### config.mk
export PLATFORM = sky130hd
export DESIGN_NAME = usb_control_endpoint_engine_unit_flat
export DESIGN_NICKNAME = d
export VERILOG_FILES = /design/src/rtl/usb_cee_pkg.sv /design/src/rtl/usb_cee_ifs.sv /design/src/rtl/usb_cee_in_reg.sv /design/src/rtl/usb_cee_core.sv /design/src/rtl/usb_cee_out_reg.sv /design/src/rtl/usb_control_endpoint_engine_unit.sv /design/src/flat_wrapper.sv
export SDC_FILE = /design/constraint.sdc
export NUM_CORES = 1
export LEC_CHECK = 0
export BUFFER_PORTS_ARGS = -buffer_cell sky130_fd_sc_hd__clkbuf_2
export CORE_MARGIN = 5
export CORE_UTILIZATION = 35
export DETAILED_ROUTE_END_ITERATION = 10
export SYNTH_ARGS = -nofsm -noshare
export SYNTH_HDL_FRONTEND = slang
export SYNTH_HIERARCHICAL = 1
export SYNTH_SLANG_ARGS = --single-unit
export TNS_END_PERCENT = 1
### constraint.sdc
create_clock -name clk -period 10.9 [get_ports clk]
set_clock_uncertainty 0.1 [all_clocks]
set_input_delay 1.09 -clock clk [delete_from_list [all_inputs] [get_ports clk]]
set_output_delay 1.09 -clock clk [all_outputs]
set_load 0.05 [all_outputs]
### src/rtl/usb_cee_pkg.sv
// Package for the USB control endpoint zero engine.
// Holds event, request, action and device-state codes and the transfer structs.
// No dependencies.
`default_nettype none

package usb_cee_pkg;

  typedef logic [2:0] event_code_t;
  localparam event_code_t EV_BUS_RESET = 3'd0;
  localparam event_code_t EV_MODULE_ON = 3'd1;
  localparam event_code_t EV_SETUP     = 3'd2;
  localparam event_code_t EV_IN        = 3'd3;
  localparam event_code_t EV_ACK       = 3'd4;
  localparam event_code_t EV_OTHER     = 3'd5;

  typedef logic [7:0] req_code_t;
  localparam req_code_t RQ_SET_ADDRESS    = 8'd5;
  localparam req_code_t RQ_GET_DESCRIPTOR = 8'd6;
  localparam req_code_t RQ_SET_CONFIG     = 8'd9;
  localparam req_code_t RQ_GET_INTERFACE  = 8'd10;

  typedef logic [1:0] action_t;
  localparam action_t ACT_NONE  = 2'd0;
  localparam action_t ACT_ARM   = 2'd1;
  localparam action_t ACT_STALL = 2'd2;

  typedef logic [1:0] dev_state_t;
  localparam dev_state_t DS_POWERED    = 2'd0;
  localparam dev_state_t DS_DEFAULT    = 2'd1;
  localparam dev_state_t DS_ADDRESSED  = 2'd2;
  localparam dev_state_t DS_CONFIGURED = 2'd3;

  localparam logic SRC_DESCRIPTOR = 1'b0;
  localparam logic SRC_CONST_ONE  = 1'b1;

  localparam logic [6:0] CFG_PACKET_RESET = 7'd8;

  typedef struct packed {
    logic [2:0]  req_type;
    logic [3:0]  endpoint;
    logic [7:0]  request_type_bits;
    logic [7:0]  request_code;
    logic [15:0] request_value;
    logic [15:0] request_length;
    logic        descriptor_found;
    logic [15:0] descriptor_length;
  } request_t;

  typedef struct packed {
    logic [1:0]  packet_action;
    logic        payload_source;
    logic [15:0] payload_offset;
    logic [6:0]  payload_count;
    logic        data_toggle;
    logic [1:0]  device_state;
    logic [6:0]  device_address;
    logic        ep1_in_enabled;
  } result_t;

  typedef struct packed {
    logic     valid;
    request_t req;
  } staged_req_t;

endpackage

`default_nettype wire

### src/rtl/usb_cee_ifs.sv
// Channel interfaces of the USB control endpoint zero engine:
// request, result and configuration write channels.
// No dependencies.
`default_nettype none

interface usb_cee_req_if;
  logic        valid;
  logic        ready;
  logic [2:0]  req_type;
  logic [3:0]  endpoint;
  logic [7:0]  request_type_bits;
  logic [7:0]  request_code;
  logic [15:0] request_value;
  logic [15:0] request_length;
  logic        descriptor_found;
  logic [15:0] descriptor_length;

  modport source (
    output valid, req_type, endpoint, request_type_bits, request_code,
           request_value, request_length, descriptor_found, descriptor_length,
    input  ready
  );
  modport sink (
    input  valid, req_type, endpoint, request_type_bits, request_code,
           request_value, request_length, descriptor_found, descriptor_length,
    output ready
  );
endinterface

interface usb_cee_res_if;
  logic        valid;
  logic        ready;
  logic [1:0]  packet_action;
  logic        payload_source;
  logic [15:0] payload_offset;
  logic [6:0]  payload_count;
  logic        data_toggle;
  logic [1:0]  device_state;
  logic [6:0]  device_address;
  logic        ep1_in_enabled;

  modport source (
    output valid, packet_action, payload_source, payload_offset, payload_count,
           data_toggle, device_state, device_address, ep1_in_enabled,
    input  ready
  );
  modport sink (
    input  valid, packet_action, payload_source, payload_offset, payload_count,
           data_toggle, device_state, device_address, ep1_in_enabled,
    output ready
  );
endinterface

interface usb_cee_cfg_if;
  logic       valid;
  logic       ready;
  logic [6:0] max_packet_bytes;

  modport source (output valid, max_packet_bytes, input ready);
  modport sink (input valid, max_packet_bytes, output ready);
endinterface

`default_nettype wire

### src/rtl/usb_cee_in_reg.sv
// Input register of the USB control endpoint zero engine.
// Depends on usb_cee_pkg.
`default_nettype none

module usb_cee_in_reg (
  input  wire logic                  clk,
  input  wire logic                  rst,
  input  wire logic                  in_valid,
  output logic                       in_ready,
  input  wire usb_cee_pkg::request_t in_req,
  input  wire logic                  advance,
  output usb_cee_pkg::staged_req_t   staged
);
  import usb_cee_pkg::*;

  logic     valid;
  request_t req;

  assign in_ready = !valid || advance;
  assign staged   = '{valid: valid, req: req};

  always_ff @(posedge clk) begin
    if (rst) begin
      valid <= 1'b0;
    end else if (in_ready) begin
      valid <= in_valid;
    end
  end

  always_ff @(posedge clk) begin
    if (in_ready && in_valid) begin
      req <= in_req;
    end
  end

endmodule

`default_nettype wire

### src/rtl/usb_cee_core.sv
// Protocol core of the USB control endpoint zero engine: device state,
// address handling, delivery tracking and packet-size register.
// Depends on usb_cee_pkg.
`default_nettype none

module usb_cee_core #(
  parameter int PACKET_BYTES_MAX = 64
) (
  input  wire logic                  clk,
  input  wire logic                  rst,
  input  wire logic                  cfg_we,
  input  wire logic [6:0]            cfg_data,
  input  wire logic                  take,
  input  wire usb_cee_pkg::request_t req,
  output usb_cee_pkg::result_t       result
);
  import usb_cee_pkg::*;

  localparam logic [6:0] PKT_MAX = 7'(PACKET_BYTES_MAX);

  logic [6:0]  max_packet_bytes;
  dev_state_t  dev_state, dev_state_next;
  logic [6:0]  active_address, active_address_next;
  logic [6:0]  pending_address, pending_address_next;
  logic        address_pending, address_pending_next;
  logic        sending, sending_next;
  logic [15:0] bytes_sent, bytes_sent_next;
  logic [15:0] send_end, send_end_next;
  logic        data_pid, data_pid_next;
  logic        source_sel, source_sel_next;
  logic        ep1_on, ep1_on_next;

  logic [6:0]  size;
  logic        start, emit;
  logic        start_src;
  logic [15:0] start_total, start_limit;
  logic        cur_src, cur_toggle;
  logic [15:0] cur_sent, cur_end, remain;
  logic [6:0]  count;

  always_comb begin
    if (max_packet_bytes == 7'd0) begin
      size = 7'd1;
    end else if (max_packet_bytes > PKT_MAX) begin
      size = PKT_MAX;
    end else begin
      size = max_packet_bytes;
    end
  end

  always_comb begin
    dev_state_next       = dev_state;
    active_address_next  = active_address;
    pending_address_next = pending_address;
    address_pending_next = address_pending;
    sending_next         = sending;
    bytes_sent_next      = bytes_sent;
    send_end_next        = send_end;
    data_pid_next        = data_pid;
    source_sel_next      = source_sel;
    ep1_on_next          = ep1_on;
    start                = 1'b0;
    emit                 = 1'b0;
    start_src            = SRC_DESCRIPTOR;
    start_total          = 16'd0;
    start_limit          = 16'd0;
    result               = '0;
    result.packet_action = ACT_NONE;

    unique case (req.req_type)
      EV_BUS_RESET: begin
        sending_next         = 1'b0;
        active_address_next  = 7'd0;
        pending_address_next = 7'd0;
        address_pending_next = 1'b0;
        dev_state_next       = DS_DEFAULT;
        ep1_on_next          = 1'b0;
      end
      EV_MODULE_ON: begin
        dev_state_next = DS_DEFAULT;
      end
      EV_SETUP: begin
        if (req.endpoint == 4'd0) begin
          if (req.request_type_bits[6:5] == 2'b00) begin
            unique case (req.request_code)
              RQ_GET_DESCRIPTOR: begin
                if (req.descriptor_found) begin
                  start       = 1'b1;
                  start_total = req.descriptor_length;
                  start_limit = req.request_length;
                end else begin
                  result.packet_action = ACT_STALL;
                end
              end
              RQ_SET_ADDRESS: begin
                pending_address_next = req.request_value[6:0];
                address_pending_next = 1'b1;
                start                = 1'b1;
              end
              RQ_SET_CONFIG: begin
                start          = 1'b1;
                dev_state_next = DS_CONFIGURED;
                ep1_on_next    = 1'b1;
              end
              default: begin
              end
            endcase
          end else if (req.request_code == RQ_GET_INTERFACE) begin
            start       = 1'b1;
            start_src   = SRC_CONST_ONE;
            start_total = 16'd1;
            start_limit = 16'd1;
          end
        end
      end
      EV_IN: begin
        emit = (req.endpoint == 4'd0) && sending;
      end
      EV_ACK: begin
        if (req.endpoint == 4'd0) begin
          emit = sending;
          if (address_pending) begin
            dev_state_next       = DS_ADDRESSED;
            active_address_next  = pending_address;
            address_pending_next = 1'b0;
          end
        end
      end
      default: begin
      end
    endcase

    if (start) begin
      cur_src    = start_src;
      cur_sent   = 16'd0;
      cur_end    = (start_total < start_limit) ? start_total : start_limit;
      cur_toggle = 1'b0;
    end else begin
      cur_src    = source_sel;
      cur_sent   = bytes_sent;
      cur_end    = send_end;
      cur_toggle = data_pid;
    end
    remain = (cur_sent < cur_end) ? (cur_end - cur_sent) : 16'd0;
    count  = (remain < {9'd0, size}) ? remain[6:0] : size;

    if (start || emit) begin
      result.packet_action  = ACT_ARM;
      result.payload_source = cur_src;
      result.payload_offset = cur_sent;
      result.payload_count  = count;
      result.data_toggle    = !cur_toggle;
      source_sel_next       = cur_src;
      send_end_next         = cur_end;
      data_pid_next         = !cur_toggle;
      bytes_sent_next       = cur_sent + {9'd0, count};
      sending_next          = !(count < size);
    end

    result.device_state   = dev_state_next;
    result.device_address = active_address_next;
    result.ep1_in_enabled = ep1_on_next;
  end

  always_ff @(posedge clk) begin
    if (rst) begin
      max_packet_bytes <= CFG_PACKET_RESET;
    end else if (cfg_we) begin
      max_packet_bytes <= cfg_data;
    end
  end

  always_ff @(posedge clk) begin
    if (rst) begin
      dev_state       <= DS_POWERED;
      active_address  <= 7'd0;
      pending_address <= 7'd0;
      address_pending <= 1'b0;
      sending         <= 1'b0;
      bytes_sent      <= 16'd0;
      send_end        <= 16'd0;
      data_pid        <= 1'b0;
      source_sel      <= SRC_DESCRIPTOR;
      ep1_on          <= 1'b0;
    end else if (take) begin
      dev_state       <= dev_state_next;
      active_address  <= active_address_next;
      pending_address <= pending_address_next;
      address_pending <= address_pending_next;
      sending         <= sending_next;
      bytes_sent      <= bytes_sent_next;
      send_end        <= send_end_next;
      data_pid        <= data_pid_next;
      source_sel      <= source_sel_next;
      ep1_on          <= ep1_on_next;
    end
  end

endmodule

`default_nettype wire

### src/rtl/usb_cee_out_reg.sv
// Result register of the USB control endpoint zero engine.
// Depends on usb_cee_pkg.
`default_nettype none

module usb_cee_out_reg (
  input  wire logic                 clk,
  input  wire logic                 rst,
  input  wire logic                 in_valid,
  output logic                      advance,
  input  wire usb_cee_pkg::result_t in_result,
  output logic                      out_valid,
  input  wire logic                 out_ready,
  output usb_cee_pkg::result_t      out_result
);
  import usb_cee_pkg::*;

  logic    valid;
  result_t held;

  assign advance    = in_valid && (!valid || out_ready);
  assign out_valid  = valid;
  assign out_result = held;

  always_ff @(posedge clk) begin
    if (rst) begin
      valid <= 1'b0;
    end else if (advance) begin
      valid <= 1'b1;
    end else if (out_ready) begin
      valid <= 1'b0;
    end
  end

  always_ff @(posedge clk) begin
    if (advance) begin
      held <= in_result;
    end
  end

endmodule

`default_nettype wire

### src/rtl/usb_control_endpoint_engine_unit.sv
// USB device control endpoint zero engine, top level.
// Channels: req (sink) carries one bus event per transfer: bus reset, module
// on, SETUP, IN token, ACK or other pid, with the setup fields and the answer
// of an outside descriptor resolver. res (source) returns exactly one result
// per event: the packet action (none, arm IN data, stall), the chunk offset,
// byte count and data toggle, and the device state, address and EP1 IN enable
// after the event. cfg (sink) writes the endpoint zero packet size, always ready;
// the user must write it only while no event is in flight; it is not enforced.
// Path: an accepted event waits in the input register, and when it advances
// its result is registered in the result register, which raises res.valid.
// Throughput: one event per cycle while res is taken; the state update
// is a single compare, subtract and add path between the two registers.
// Stall: while res is not taken the result register holds, and req.ready drops
// as soon as the input register holds an event.
// Reset: rst is synchronous; the device is powered with address zero, no
// delivery open, EP1 IN disabled and a packet size of 8.
// Depends on usb_cee_pkg, usb_cee_ifs, usb_cee_in_reg, usb_cee_core,
// usb_cee_out_reg.
`default_nettype none

module usb_control_endpoint_engine_unit #(
  parameter int PACKET_BYTES_MAX = 64
) (
  input  wire logic     clk,
  input  wire logic     rst,
  usb_cee_req_if.sink   req,
  usb_cee_res_if.source res,
  usb_cee_cfg_if.sink   cfg
);
  import usb_cee_pkg::*;

  request_t    in_req;
  staged_req_t staged;
  result_t     step_result;
  result_t     out_result;
  logic        advance;

  assign in_req = '{
    req_type:          req.req_type,
    endpoint:          req.endpoint,
    request_type_bits: req.request_type_bits,
    request_code:      req.request_code,
    request_value:     req.request_value,
    request_length:    req.request_length,
    descriptor_found:  req.descriptor_found,
    descriptor_length: req.descriptor_length
  };

  assign cfg.ready = 1'b1;

  usb_cee_in_reg u_in_reg (
    .clk      (clk),
    .rst      (rst),
    .in_valid (req.valid),
    .in_ready (req.ready),
    .in_req   (in_req),
    .advance  (advance),
    .staged   (staged)
  );

  usb_cee_core #(
    .PACKET_BYTES_MAX (PACKET_BYTES_MAX)
  ) u_core (
    .clk      (clk),
    .rst      (rst),
    .cfg_we   (cfg.valid),
    .cfg_data (cfg.max_packet_bytes),
    .take     (advance),
    .req      (staged.req),
    .result   (step_result)
  );

  usb_cee_out_reg u_out_reg (
    .clk        (clk),
    .rst        (rst),
    .in_valid   (staged.valid),
    .advance    (advance),
    .in_result  (step_result),
    .out_valid  (res.valid),
    .out_ready  (res.ready),
    .out_result (out_result)
  );

  assign res.packet_action  = out_result.packet_action;
  assign res.payload_source = out_result.payload_source;
  assign res.payload_offset = out_result.payload_offset;
  assign res.payload_count  = out_result.payload_count;
  assign res.data_toggle    = out_result.data_toggle;
  assign res.device_state   = out_result.device_state;
  assign res.device_address = out_result.device_address;
  assign res.ep1_in_enabled = out_result.ep1_in_enabled;

endmodule

`default_nettype wire
### src/flat_wrapper.sv
// flat-port wrapper written by rule: the top's interface ports become plain ports
module usb_control_endpoint_engine_unit_flat import usb_cee_pkg::*;
#(
  parameter int PACKET_BYTES_MAX = 64
)
  (clk, rst, req_valid, req_req_type, req_endpoint, req_request_type_bits, req_request_code, req_request_value, req_request_length, req_descriptor_found, req_descriptor_length, req_ready, res_valid, res_packet_action, res_payload_source, res_payload_offset, res_payload_count, res_data_toggle, res_device_state, res_device_address, res_ep1_in_enabled, res_ready, cfg_valid, cfg_max_packet_bytes, cfg_ready);
  usb_cee_req_if req_i ();
  usb_cee_res_if res_i ();
  usb_cee_cfg_if cfg_i ();
  input  wire logic clk;
  input  wire logic rst;
  input wire logic [$bits(req_i.valid)-1:0] req_valid;
  input wire logic [$bits(req_i.req_type)-1:0] req_req_type;
  input wire logic [$bits(req_i.endpoint)-1:0] req_endpoint;
  input wire logic [$bits(req_i.request_type_bits)-1:0] req_request_type_bits;
  input wire logic [$bits(req_i.request_code)-1:0] req_request_code;
  input wire logic [$bits(req_i.request_value)-1:0] req_request_value;
  input wire logic [$bits(req_i.request_length)-1:0] req_request_length;
  input wire logic [$bits(req_i.descriptor_found)-1:0] req_descriptor_found;
  input wire logic [$bits(req_i.descriptor_length)-1:0] req_descriptor_length;
  output wire logic [$bits(req_i.ready)-1:0] req_ready;
  output wire logic [$bits(res_i.valid)-1:0] res_valid;
  output wire logic [$bits(res_i.packet_action)-1:0] res_packet_action;
  output wire logic [$bits(res_i.payload_source)-1:0] res_payload_source;
  output wire logic [$bits(res_i.payload_offset)-1:0] res_payload_offset;
  output wire logic [$bits(res_i.payload_count)-1:0] res_payload_count;
  output wire logic [$bits(res_i.data_toggle)-1:0] res_data_toggle;
  output wire logic [$bits(res_i.device_state)-1:0] res_device_state;
  output wire logic [$bits(res_i.device_address)-1:0] res_device_address;
  output wire logic [$bits(res_i.ep1_in_enabled)-1:0] res_ep1_in_enabled;
  input wire logic [$bits(res_i.ready)-1:0] res_ready;
  input wire logic [$bits(cfg_i.valid)-1:0] cfg_valid;
  input wire logic [$bits(cfg_i.max_packet_bytes)-1:0] cfg_max_packet_bytes;
  output wire logic [$bits(cfg_i.ready)-1:0] cfg_ready;
  assign req_i.valid = req_valid;
  assign req_i.req_type = req_req_type;
  assign req_i.endpoint = req_endpoint;
  assign req_i.request_type_bits = req_request_type_bits;
  assign req_i.request_code = req_request_code;
  assign req_i.request_value = req_request_value;
  assign req_i.request_length = req_request_length;
  assign req_i.descriptor_found = req_descriptor_found;
  assign req_i.descriptor_length = req_descriptor_length;
  assign req_ready = req_i.ready;
  assign res_valid = res_i.valid;
  assign res_packet_action = res_i.packet_action;
  assign res_payload_source = res_i.payload_source;
  assign res_payload_offset = res_i.payload_offset;
  assign res_payload_count = res_i.payload_count;
  assign res_data_toggle = res_i.data_toggle;
  assign res_device_state = res_i.device_state;
  assign res_device_address = res_i.device_address;
  assign res_ep1_in_enabled = res_i.ep1_in_enabled;
  assign res_i.ready = res_ready;
  assign cfg_i.valid = cfg_valid;
  assign cfg_i.max_packet_bytes = cfg_max_packet_bytes;
  assign cfg_ready = cfg_i.ready;
  usb_control_endpoint_engine_unit #(.PACKET_BYTES_MAX(PACKET_BYTES_MAX)) u_core (.clk(clk), .rst(rst), .req(req_i), .res(res_i), .cfg(cfg_i));
endmodule
Yosys cells after proc, flatten, opt, wreduce, memory -nomap -nowiden:

Index checks and enable logic that the tools add are counted.

* multiplexer cells: 62
* shifts and indexed selects: 0
* reduce and logical (&&, ||, !) cells: 25
* equal/unequal tests: 12
* magnitude comparators: 5
* divide/modulo/power cells: 0
* bitwise gates (word level): 4
* multipliers: 0
* add/sub/neg operators: 2

Operators by type and width (number)
* 2-to-1 mux 16 bit: 14
* 2-to-1 mux 7 bit: 8
* < comparator 16 bit: 2
* case mux 7 bit (2 select lines): 2
* 2-to-1 mux 1 bit: 27
* adder 16 x 7 -> 16 bit: 1
* == test 8 x 3 -> 1 bit, second input constant: 2
* == test 8 x 4 -> 1 bit, second input constant: 2
* < comparator 16 x 7 -> 1 bit: 1
* subtractor 16 bit: 1
* 2-to-1 mux 2 bit: 6
* > comparator 7 bit, second input constant: 1
* zero test 7 bit: 1
* < comparator 7 bit: 1
* == test 3 x 2 -> 1 bit, second input constant: 2
* inequality test 2 bit, second input constant: 3
* case mux 1 bit (2 select lines): 3
* case mux 2 bit (3 select lines): 1
* AND reduction 6 bit: 1
* nonzero test 2 bit: 3
* AND reduction 5 bit: 1
* OR reduction 5 bit: 1
* zero test 1 bit: 4
* zero test 4 bit: 1
* other kinds (12): 21

* bits in registers: 161
* latch bits: 0
* output and inout bits: 40
* ROM bits: 0
* memories kept: 0
* memory bits (writable): 0
* bits of input ports: 84

Longest topological paths before layout:

Gate-level depths: netlist of run 1.

* depth after elaboration: 15
* mapped depth: 48
* gate-level depth less buffers: 46

By module:

The synthesis of run 1 kept the hierarchy.

By module, submodules not included
* usb_cee_core: cells an instance 748, times used 1, area an instance 5615.4 um2
* usb_cee_in_reg: cells an instance 78, times used 1, area an instance 2224.6 um2
* usb_cee_out_reg: cells an instance 42, times used 1, area an instance 1166.1 um2
* usb_control_endpoint_engine_unit: cells an instance 2, times used 1, area an instance 11.3 um2

Worst setup path before layout of run 1:

Ideal clock, no wire load.

* path type: reg2reg
* from: register, netlist name u_core/u_in_reg/staged[68]
* to: register u_core.u_core.bytes_sent[14]
* setup slack: 2.469 ns
* cell stages (with the launch flop): 47
* clock period less this slack: 8.431 ns
* buffers on the path: 3
* setup time: 0.128 ns
* arrival: 8.203 ns
* data required time: 10.672 ns
* path through: edfxtp_1 > nor4_4 > nand2_4 > nor4_4 > buf_2 > nand2_1 > ha_1 > a21o_1 > a21oi_1 > nor2b_1 > o21ai_1 > a21oi_1 > a2111oi_4 > o21ai_4 > buf_6 > mux2i_1 > a21o_1 > ha_1 > [... 11 more ...] > a21oi_1 > and2_1 > a41oi_1 > o221ai_4 > o21ai_4 > mux2_4 > ha_1 > inv_1 > fa_1 > nor2b_1 > o21ai_0 > a21oi_1 > o21a_1 > o21ai_0 > nor4_2 > nand4_1 > xnor2_1 > nor2_1

* cells in the longest elaborated chain, start to end: 11
* elaborated cells between the ends (all ways): 22
* classes of those cells: add/sub (2); order compare (3); mux (13); reduce/logical (4)

RTL lines
* zero test 4 bit (*): RTL line usb_cee_core.sv:83 `if (req.endpoint == 4'd0) begin`
* 2-to-1 mux 16 bit: RTL line usb_cee_core.sv:83
* 2-to-1 mux 16 bit: RTL line usb_cee_core.sv:70 `unique case (req.req_type)`
* < comparator 16 bit: RTL line usb_cee_core.sv:136 `cur_end = (start_total < start_limit) ? start_total : start_limit;`
* 2-to-1 mux 16 bit: RTL line usb_cee_core.sv:136
* 2-to-1 mux 16 bit (*): RTL line usb_cee_core.sv:133 `if (start) begin`
* via u_core.u_core.cur_end[14]: RTL line usb_cee_core.sv:38 `logic [15:0] cur_sent, cur_end, remain;`
* subtractor 16 bit / < comparator 16 bit (equally long branches): RTL line usb_cee_core.sv:144 `remain = (cur_sent < cur_end) ? (cur_end - cur_sent) : 16'd0;`
* 2-to-1 mux 16 bit (*): RTL line usb_cee_core.sv:144
* < comparator 16 x 7 -> 1 bit: RTL line usb_cee_core.sv:145 `count = (remain < {9'd0, size}) ? remain[6:0] : size;`
* 2-to-1 mux 7 bit (*): RTL line usb_cee_core.sv:145
* adder 16 x 7 -> 16 bit (*): RTL line usb_cee_core.sv:156 `bytes_sent_next = cur_sent + {9'd0, count};`
* end signal: assignment: RTL line usb_cee_core.sv:191 `bytes_sent <= bytes_sent_next;`
* end: declaration: RTL line usb_cee_core.sv:27 `logic [15:0] bytes_sent, bytes_sent_next;`

The timed path passes the listed nets; every way through them passes the cells marked *.
A chain may end at the register's enable or synchronous reset.

Worst setup path after layout of run 1:

* from: register, netlist name u_core/u_in_reg/staged[68]
* to: register u_core.u_core.bytes_sent[12]

* cells in the longest elaborated chain, start to end: 11
* elaborated cells between the ends (all ways): 22
* classes of those cells: add/sub (2); order compare (3); mux (13); reduce/logical (4)

RTL lines (RTL line)
* zero test 4 bit (*): usb_cee_core.sv:83
* 2-to-1 mux 16 bit: usb_cee_core.sv:83
* 2-to-1 mux 16 bit: usb_cee_core.sv:70
* < comparator 16 bit: usb_cee_core.sv:136
* 2-to-1 mux 16 bit: usb_cee_core.sv:136
* 2-to-1 mux 16 bit (*): usb_cee_core.sv:133
* via u_core.u_core.cur_end[8]: usb_cee_core.sv:38
* subtractor 16 bit / < comparator 16 bit (equally long branches): usb_cee_core.sv:144
* 2-to-1 mux 16 bit (*): usb_cee_core.sv:144
* < comparator 16 x 7 -> 1 bit: usb_cee_core.sv:145
* 2-to-1 mux 7 bit (*): usb_cee_core.sv:145
* adder 16 x 7 -> 16 bit (*): usb_cee_core.sv:156

Marks and branches as above.

==> results of run 1 <==
[how the worst max path moves through the flow]
stage                     slack (ns)  depth (start not counted)                  startpoint                           end
final                           1.01                         44  u_core/u_in_reg/staged[68]  u_core/u_core/bytes_sent[12]
after global routing            0.17                         46  u_core/u_in_reg/staged[68]  u_core/u_core/bytes_sent[12]
after CTS                       0.99                         44  u_core/u_in_reg/staged[68]  u_core/u_core/bytes_sent[14]
after detailed placement        1.07                         46  u_core/u_in_reg/staged[68]  u_core/u_core/bytes_sent[14]
after global placement          1.09                         45  u_core/u_in_reg/staged[68]  u_core/u_core/bytes_sent[14]
after floorplan                 2.47                         46  u_core/u_in_reg/staged[68]  u_core/u_core/bytes_sent[14]
[power breakdown]
part	leakage, nW	internal (W)	switching (W)
combinational	2.67	0.0000292	0.0000704
clock	0.292	0.000328	0.000271
sequential	1.39	0.000652	0.0000104
total	4.36	0.00101	0.000351
[layout by cell type (no fill, tap or decap), types with 9 or more instances in the layout]
cell,count
nor2_1,118
nand2_1,110
clkbuf_2,107
edfxtp_1,94
dfxtp_1,62
ha_1,52
a21oi_1,46
inv_1,38
mux2i_1,35
a21o_1,22
nand3_1,20
and2_1,19
clkbuf_16,17
o21a_1,16
nor3_1,14
o21ai_0,14
o21ai_1,10
nand4_1,10
buf_4,9
nor2b_1,9
[area by class of cell]
type | count | area (um^2)
fill | 2337 | 14180
multi-input combinational | 625 | 4188
sequential | 156 | 4064
timing repair buffer | 116 | 603.1
clock buffer | 17 | 425.4
tap | 324 | 405.4
clock inverter | 15 | 167.7
inverter | 38 | 142.6
[layer usage]
layer	vias to the layer above	routed length, um	share of wire [%]
li1	3244	-	-
met2	132	8567	45
met3	18	938	4.9
met5	-	0	0
met4	0	315	1.6
met1	2914	9388	49
[registers in the layout, summed over array words and instances (netlist names)]
name and count:
u_core/u_core/address_pending 1, u_core/u_core/pending_address 7, u_core/u_core/dev_state 2, u_core/u_in_reg/staged 57, u_core/u_core/send_end 16, u_core/u_in_reg/valid 1
u_core/u_core/bytes_sent 16, u_core/u_core/data_pid 1, u_core/u_core/sending 1, u_core/u_core/ep1_on 1, u_core/u_core/source_sel 1, u_core/u_core/max_packet_bytes 7
u_core/u_out_reg/out_result 37, u_core/u_core/active_address 7, u_core/u_out_reg/out_valid 1
[metrics by stage]
step	setup slack (ns)	hold WS (ns)	total power [W]	cell area, um^2	util [%]
finish	1.009	0.3558	0.001361	9996	41.34
global route	0.1741	0.3935	0.001415	9996	41.34
CTS	0.9905	0.3603	0.001380	9996	41.34
detailed placement	1.071	0.3503	0.0007765	9403	38.89
global placement	1.087	0.3424	0.0007751	9403	38.89
floorplan	2.469	0.3322	0.0007432	8567	-
[critical path: cells and delay by family (launching register included)]
family / cells / cell delay (ns)
AOI/OAI and AO/OA: 17 / 3.50
and+or+nand+nor: 16 / 3.11
adders and majority gates: 5 / 1.56
buffers and inverters: 3 / 0.47
muxes: 2 / 0.46
DFF: 1 / 0.41
xor gates and xnor gates: 1 / 0.16
==> results by stage, run 1 <==
Min path:
- The startpoint of the most critical hold path is u_core/u_core/pending_address[5].
- The worst hold path belongs to the class register to register.
- The worst hold path passes through 2 cells.
- The worst hold path terminates at u_core/u_core/pending_address[5].

Routing:
- Dividing the detail-routed wire length by the instance count gives 14.88 um.
- Summing over every cut layer, the via total after detailed routing is 6308.
- The detail route stage leaves a number of antenna-violating nets equal to 0.
- The post-detailed-route DRC marker count is 0.
- Wires add up to 19.21 mm.
- The number of design-rule violations left by the first detailed-router iteration is 322.
- The number of iterations in the first detailed-routing pass is 4.
- The detailed-route vias per instance is 4.886.

Critical path:
- The startpoint identified for the worst register-to-register timing path is u_core/u_in_reg/staged[68].
- The number of cells on the worst reg-to-reg path is 44.
- The kind of critical path is register to register.
- The data arrival time at the worst-slack endpoint is 10.07 ns.
- The largest single stage delay on the critical path is 0.56 ns.
- Along the worst path, the maximum fanout reaches 31.
- Data on the critical path is required at its endpoint by 11.08 ns.
- The slowest cell on the critical path is nor4_4.
- The endpoint identified for the worst register-to-register timing path is u_core/u_core/bytes_sent[12].
- The worst reg-to-reg setup slack is 1.01 ns.
- STA classifies the critical path startpoint as a register.
- The endpoint class of the critical path is a register.

Timing:
- Setup repair after global routing left no endpoint under its margin.
- The number of failing hold endpoints at the final stage is 0.
- For the pin with the worst max-slew slack, the measured transition is 0.7498 ns.
- Summed over all failing endpoints, the final setup total negative slack is 0 ns.
- The worst path in the final design needs a cycle of 9.891 ns, including I/O delays and setup.
- The max-slew violation count was 0.
- The final count of negative-setup-slack endpoints is 0.
- Headroom to the max-slew limit came out at 50.02%.
- Timing would allow up to 101.1 MHz.
- The final period utilization is 90.74%.

Status:
- The run finished with clean final reports.

Global routing:
- For met3 alone, demand over resource in global routing was 3.461%.
- Global routing finished with a remaining overflow of 0.
- The first-pass GRT wire length is 31.40 mm.
- The number of antenna violations at the first check in global routing is 0.
- The via count of the first global-routing pass is 6133.
- Entering global routing, the biggest net connects 63 pins.
- The aggregate global-route resource usage is 13.77%.
- The met1 usage is 19.20%.
- The layer carrying the most global-route usage is met2.
- The routing usage on met2 is 21.24%.

Logic synthesis:
- The mapped cell area is 8567 um^2.
- Each instance of the synthesized netlist takes up on average 10.02 um^2.
- Synthesis produced a netlist whose cell count is 855.
- The number of warnings printed during yosys synthesis is 6.
- Counting every net in the synthesized netlist gives 993.

Cells and area:
- Of the cells placed in the final design, the portion with a size suffix greater than 1 is 19.54%.
- The final cell count without fillers is 1291.
- The number of antenna diodes is 0.
- Compared with the post-synthesis result, the final layout area differs by 16.68%.
- For this run, the post-layout net count is 1092.

Clock network:
- Gates resized during post-CTS repair numbered 0.
- Counting along the longest clock path gives a buffer depth of 2.
- The clock latency on the worst-skew pair is 0.42 ns.
- The number of buffers added by the clock tree synthesis step is 17.
- The TritonCTS clock tree is built.
- The CTS root buffer is clkbuf_16.
- The tree built by TritonCTS fans out to 156 sinks.
- The count of hold buffers inserted by post-cts repair is 0.
- The clock tree synthesis step divided the H-tree into 4 levels.
- The clock slew at the register clock pins of the worst setup and hold paths is 0.07 ns.
- The number of setup buffers added after CTS is 0.

Power:
- The ratio of total power to cell area is 136.1 nW/um^2.
- The worst IR drop on VDD is 0.00009807 V.
- The analysis attributes to cell leakage a power of 4.359 nW.

Place:
- Routability-driven placement finished with a final weighted congestion of 0.8390.
- The post-DP HPWL is 14.15 mm.
- Counting tap cells, the placed design contains a total of 1259 instances.
- The count of input and output buffers is 107.

Floorplanning:
- The die covers 27710 um^2.
- The initial utilization of the core area, before any placement, comes to 35.43%.
- The floorplan has 57 rows.
- The region available for standard cell placement spans 24180 um^2.
- The I/O pin count is 124.
- In this run the vertical extent of the chip is 166.5 um.
- The die is 166.5 um wide.

Run:
- Max-cap violations in this run came to 0.
(Power assumes the default switching activity.)
==> run 2, diff against run 1 <==
PLACE_DENSITY = 0.57   (was not set)
SETUP_SLACK_MARGIN = 0.2   (was not set)
==> run 2 against run 1 <==
Against the previous run: wire length down 1.3%; register-to-register slack better by 0.07 ns; utilization down 0.057 points; final cell count up 0.23%; first-iteration DRC count up 2.5%; non-clock buffer count up 3; critical path depth down 3; fmax up 0.76%; cell area down 0.14%; combinational power about the same; power down 2.5%; via count down 0.35%; critical path type unchanged; largest power group unchanged.
==> results by stage, run 2 (synthesis results as in run 1) <==
Status:
- The run finished with clean final reports.

Power:
- The fraction of power consumed by sequential logic is 49.9% (+1.2 points).
- The ratio of total power to cell area is 132.9 nW/um^2 (-2.4%).
- The switching share of power is 25.26% (-0.57 points).
- The internal power component came to 0.0009913 W (-1.8%).
- The worst IR drop on VDD is 0.00007818 V (-20%).
- The static leakage is 4.357 nW (about the same).
- The combinational cell fraction of total power is 7.6% (+0.3 points).
- The net switching power figure is 0.0003350 W (-4.7%).
- The proportion of power drawn by the clock network was 42.5% (-1.5 points).

Place:
- The placed cell count was 1262 (+0.24%).
- The routability-driven placement congestion ratio is 0.8451 (+0.73%).
- The post-DP HPWL is 14.22 mm (+0.50%).
- The count of input and output buffers is 107 (unchanged).
- The total placed instance area is 9425 um^2 (+0.24%).

Global routing:
- The number of antenna violations at the first check in global routing is 0 (unchanged).
- The global-route congestion overflow total came to 0 (unchanged).
- The first-pass GRT wire length is 31.08 mm (-1.0%).
- The via count of the first global-routing pass is 6112 (-0.34%).
- The aggregate global-route resource usage came to 13.77% (about the same).
- The pin count of the biggest net entering global routing is 63 (unchanged).

Timing:
- The final count of negative-setup-slack endpoints is 0 (unchanged).
- Setup repair after global routing left no endpoint under its margin.
- The final period utilization is 90.05% (-0.69 points).
- The setup TNS is 0 ns (unchanged).
- The worst slew slack as a fraction of its limit was 49.24% (-0.77 points).
- The slew at the pin with the worst max-slew slack is 0.7613 ns (+0.01158 ns).
- The max-slew violation count came to 0 (unchanged).
- The number of failing hold endpoints at the final stage is 0 (unchanged).
- The clock period minus worst slack is 9.816 ns (-0.07495 ns).
- The maximum achievable frequency came to 101.9 MHz (+0.76%).

Cells and area:
- The share of the core filled with cells in the final layout is 41.29% (-0.057 points).
- The area of all placed cells without fillers was 9982 um^2 (-0.14%).
- The number of flip-flops in the largest register was 57 (unchanged).
- The top cell types in the final layout, fill and taps aside, are nor2_1 (118), nand2_1 (110), clkbuf_2 (107).
- Compared with the post-synthesis result, the final layout area differs by 16.52%.
- The final cell count without fillers is 1294 (+0.23%).
- Leaving out fill and tap cells, the most frequent cell in the layout is nor2_1.
- The number of antenna diodes is 0 (unchanged).
- The fraction of final layout cells sized beyond drive strength 1 came to 19.69% (+0.15 points).
- The net total in the final layout is 1095 (+0.27%).

Min path:
- The startpoint of the most critical hold path is u_core/u_core/pending_address[5].
- The path class of the lowest-slack min-delay path is register to register.
- The worst hold path cell count is 2 (unchanged).
- For hold timing, the worst endpoint is u_core/u_core/pending_address[5].

Floorplanning:
- The I/O pin count is 124 (unchanged).
- The site row count is 57 (unchanged).
- The area of the placeable core is 24180 um^2 (unchanged).
- The effective utilization at floorplan was 35.43% (unchanged).
- The die extent in y is 166.5 um (unchanged).
- The overall die width was 166.5 um (unchanged).
- The overall die area came to 27710 um^2 (unchanged).

Clock network:
- The count of hold buffers inserted by post-cts repair is 0 (unchanged).
- The number of post-CTS setup repair buffers came to 0 (unchanged).
- The number of buffers added by the clock tree synthesis step is 17 (unchanged).
- The clock latency on the worst-skew pair came to 0.42 ns (about the same).
- The clock slew at the register clock pins of the worst setup and hold paths is 0.06 ns (about the same).
- The TritonCTS clock tree is built.
- The H-tree depth reported by CTS is 4 (unchanged).
- The number of sinks driven by the clock tree was 156 (unchanged).
- The number of resized instances in the post-cts repair step was 0 (unchanged).
- The CTS root buffer is clkbuf_16.
- The maximum number of buffers from clock root to sink was 2 (unchanged).

Critical path:
- The maximum fanout along the worst path is 31 (unchanged).
- The largest stage delay on the critical path is 0.56 ns (about the same).
- The endpoint class of the critical path is a register.
- The type of origin of the critical path is a register.
- In this run the critical register-to-register path is captured at u_core/u_core/bytes_sent[11].
- By startpoint and endpoint, the worst setup path is classified as register to register.
- The critical path data required time came to 11.08 ns (about the same).
- The slowest stage of the critical path is the nor4_4 cell.
- In this run the critical register-to-register path is launched from u_core/u_in_reg/staged[68].
- The data arrival time at the worst-slack endpoint is 9.99 ns (-0.08 ns).
- The count of buffering cells on the critical path with inverters included is 2 (-1).
- The worst reg-to-reg setup slack is 1.08 ns (+0.07 ns).
- The worst setup path startpoint is u_core/u_in_reg/staged[68].
- The length in cells of the worst reg-to-reg path is 41 (-6.8%).
- The family of cells with the greatest summed delay on the critical path is compound AO/OA/AOI/OAI gates.
- The cell repeated most along the worst path is a21oi_1.

Routing:
- The post-detailed-route DRC marker count came to 0 (unchanged).
- The total length of routed wires is 18.96 mm (-1.3%).
- The detailed-route vias per instance is 4.858 (-0.58%).
- The number of routed nets with antenna violations was 0 (unchanged).
- The number of iterations in the first detailed-routing pass is 5 (+1).
- The number of design-rule violations left by the first detailed-router iteration is 330 (+2.5%).
- The overall via count from detail_route came to 6286 (-0.35%).
- The average wire per standard cell is 14.65 um (-1.5%).

Run:
- The total of max-cap violations is 0 (unchanged).
==> run 2: stage by stage <==
step                hold WS, ns  power (W)  worst slack [ns]
finish                   0.3598   0.001326             1.084
global placement         0.3425  0.0007764             1.166
detailed placement       0.3513  0.0007771             1.166
global route             0.3798   0.001383            0.3475
floorplan                0.3322  0.0007432             2.469
CTS                      0.3622   0.001349             1.104
==> run 2: how the worst max path moves through the flow <==
stage | end | cells past startpoint | slack [ns]
2_1_floorplan | u_core/u_core/bytes_sent[14] | 46 | 2.47
3_3_place_gp | u_core/u_core/bytes_sent[11] | 41 | 1.17
3_5_place_dp | u_core/u_core/bytes_sent[11] | 41 | 1.17
4_1_cts | u_core/u_core/bytes_sent[11] | 44 | 1.10
5_1_grt | u_core/u_core/bytes_sent[11] | 46 | 0.35
6_report | u_core/u_core/bytes_sent[11] | 41 | 1.08
==> run 2: worst register-to-register path: cells and delay by family, from the launching register on <==
| kind | cells | cell delay, ns |
|---|---|---|
| AO/OA/AOI/OAI | 19 | 4.06 |
| XOR/XNOR | 1 | 0.17 |
| adder cells (fa/ha/maj) | 4 | 1.28 |
| buffers and inverters | 2 | 0.51 |
| flip-flops | 1 | 0.41 |
| multiplexers | 2 | 0.57 |
| AND/OR/NAND/NOR | 13 | 2.55 |
==> run 2: layer usage <==
| metal | wire length (um) | global-route usage, % |
|---|---|---|
| met1 | 9228 | 18.73 |
| met2 | 8570 | 21.86 |
| met3 | 795 | 3.271 |
| met4 | 363 | 4.305 |
| met5 | 0 | 0 |
==> run 2: cell type report <==
type,count,area [um^2]
flip-flops and latches,156,4064
clock buffers,19,454.2
repair buffers,119,625.6
fillers,2388,14190
inverters,38,142.6
well taps,324,405.4
clock inverters,13,102.6
multi-input cells,625,4188
==> run 2: power groups by stage <==
stage / logic, W / registers [W] / clock network (W)
after global routing: 0.000109 / 0.000664 / 0.000610
final: 0.000100 / 0.000662 / 0.000564
after floorplan: 0.0000427 / 0.000701 / 0
after CTS: 0.000102 / 0.000662 / 0.000585
after global placement: 0.000102 / 0.000675 / 0
after detailed placement: 0.000102 / 0.000675 / 0
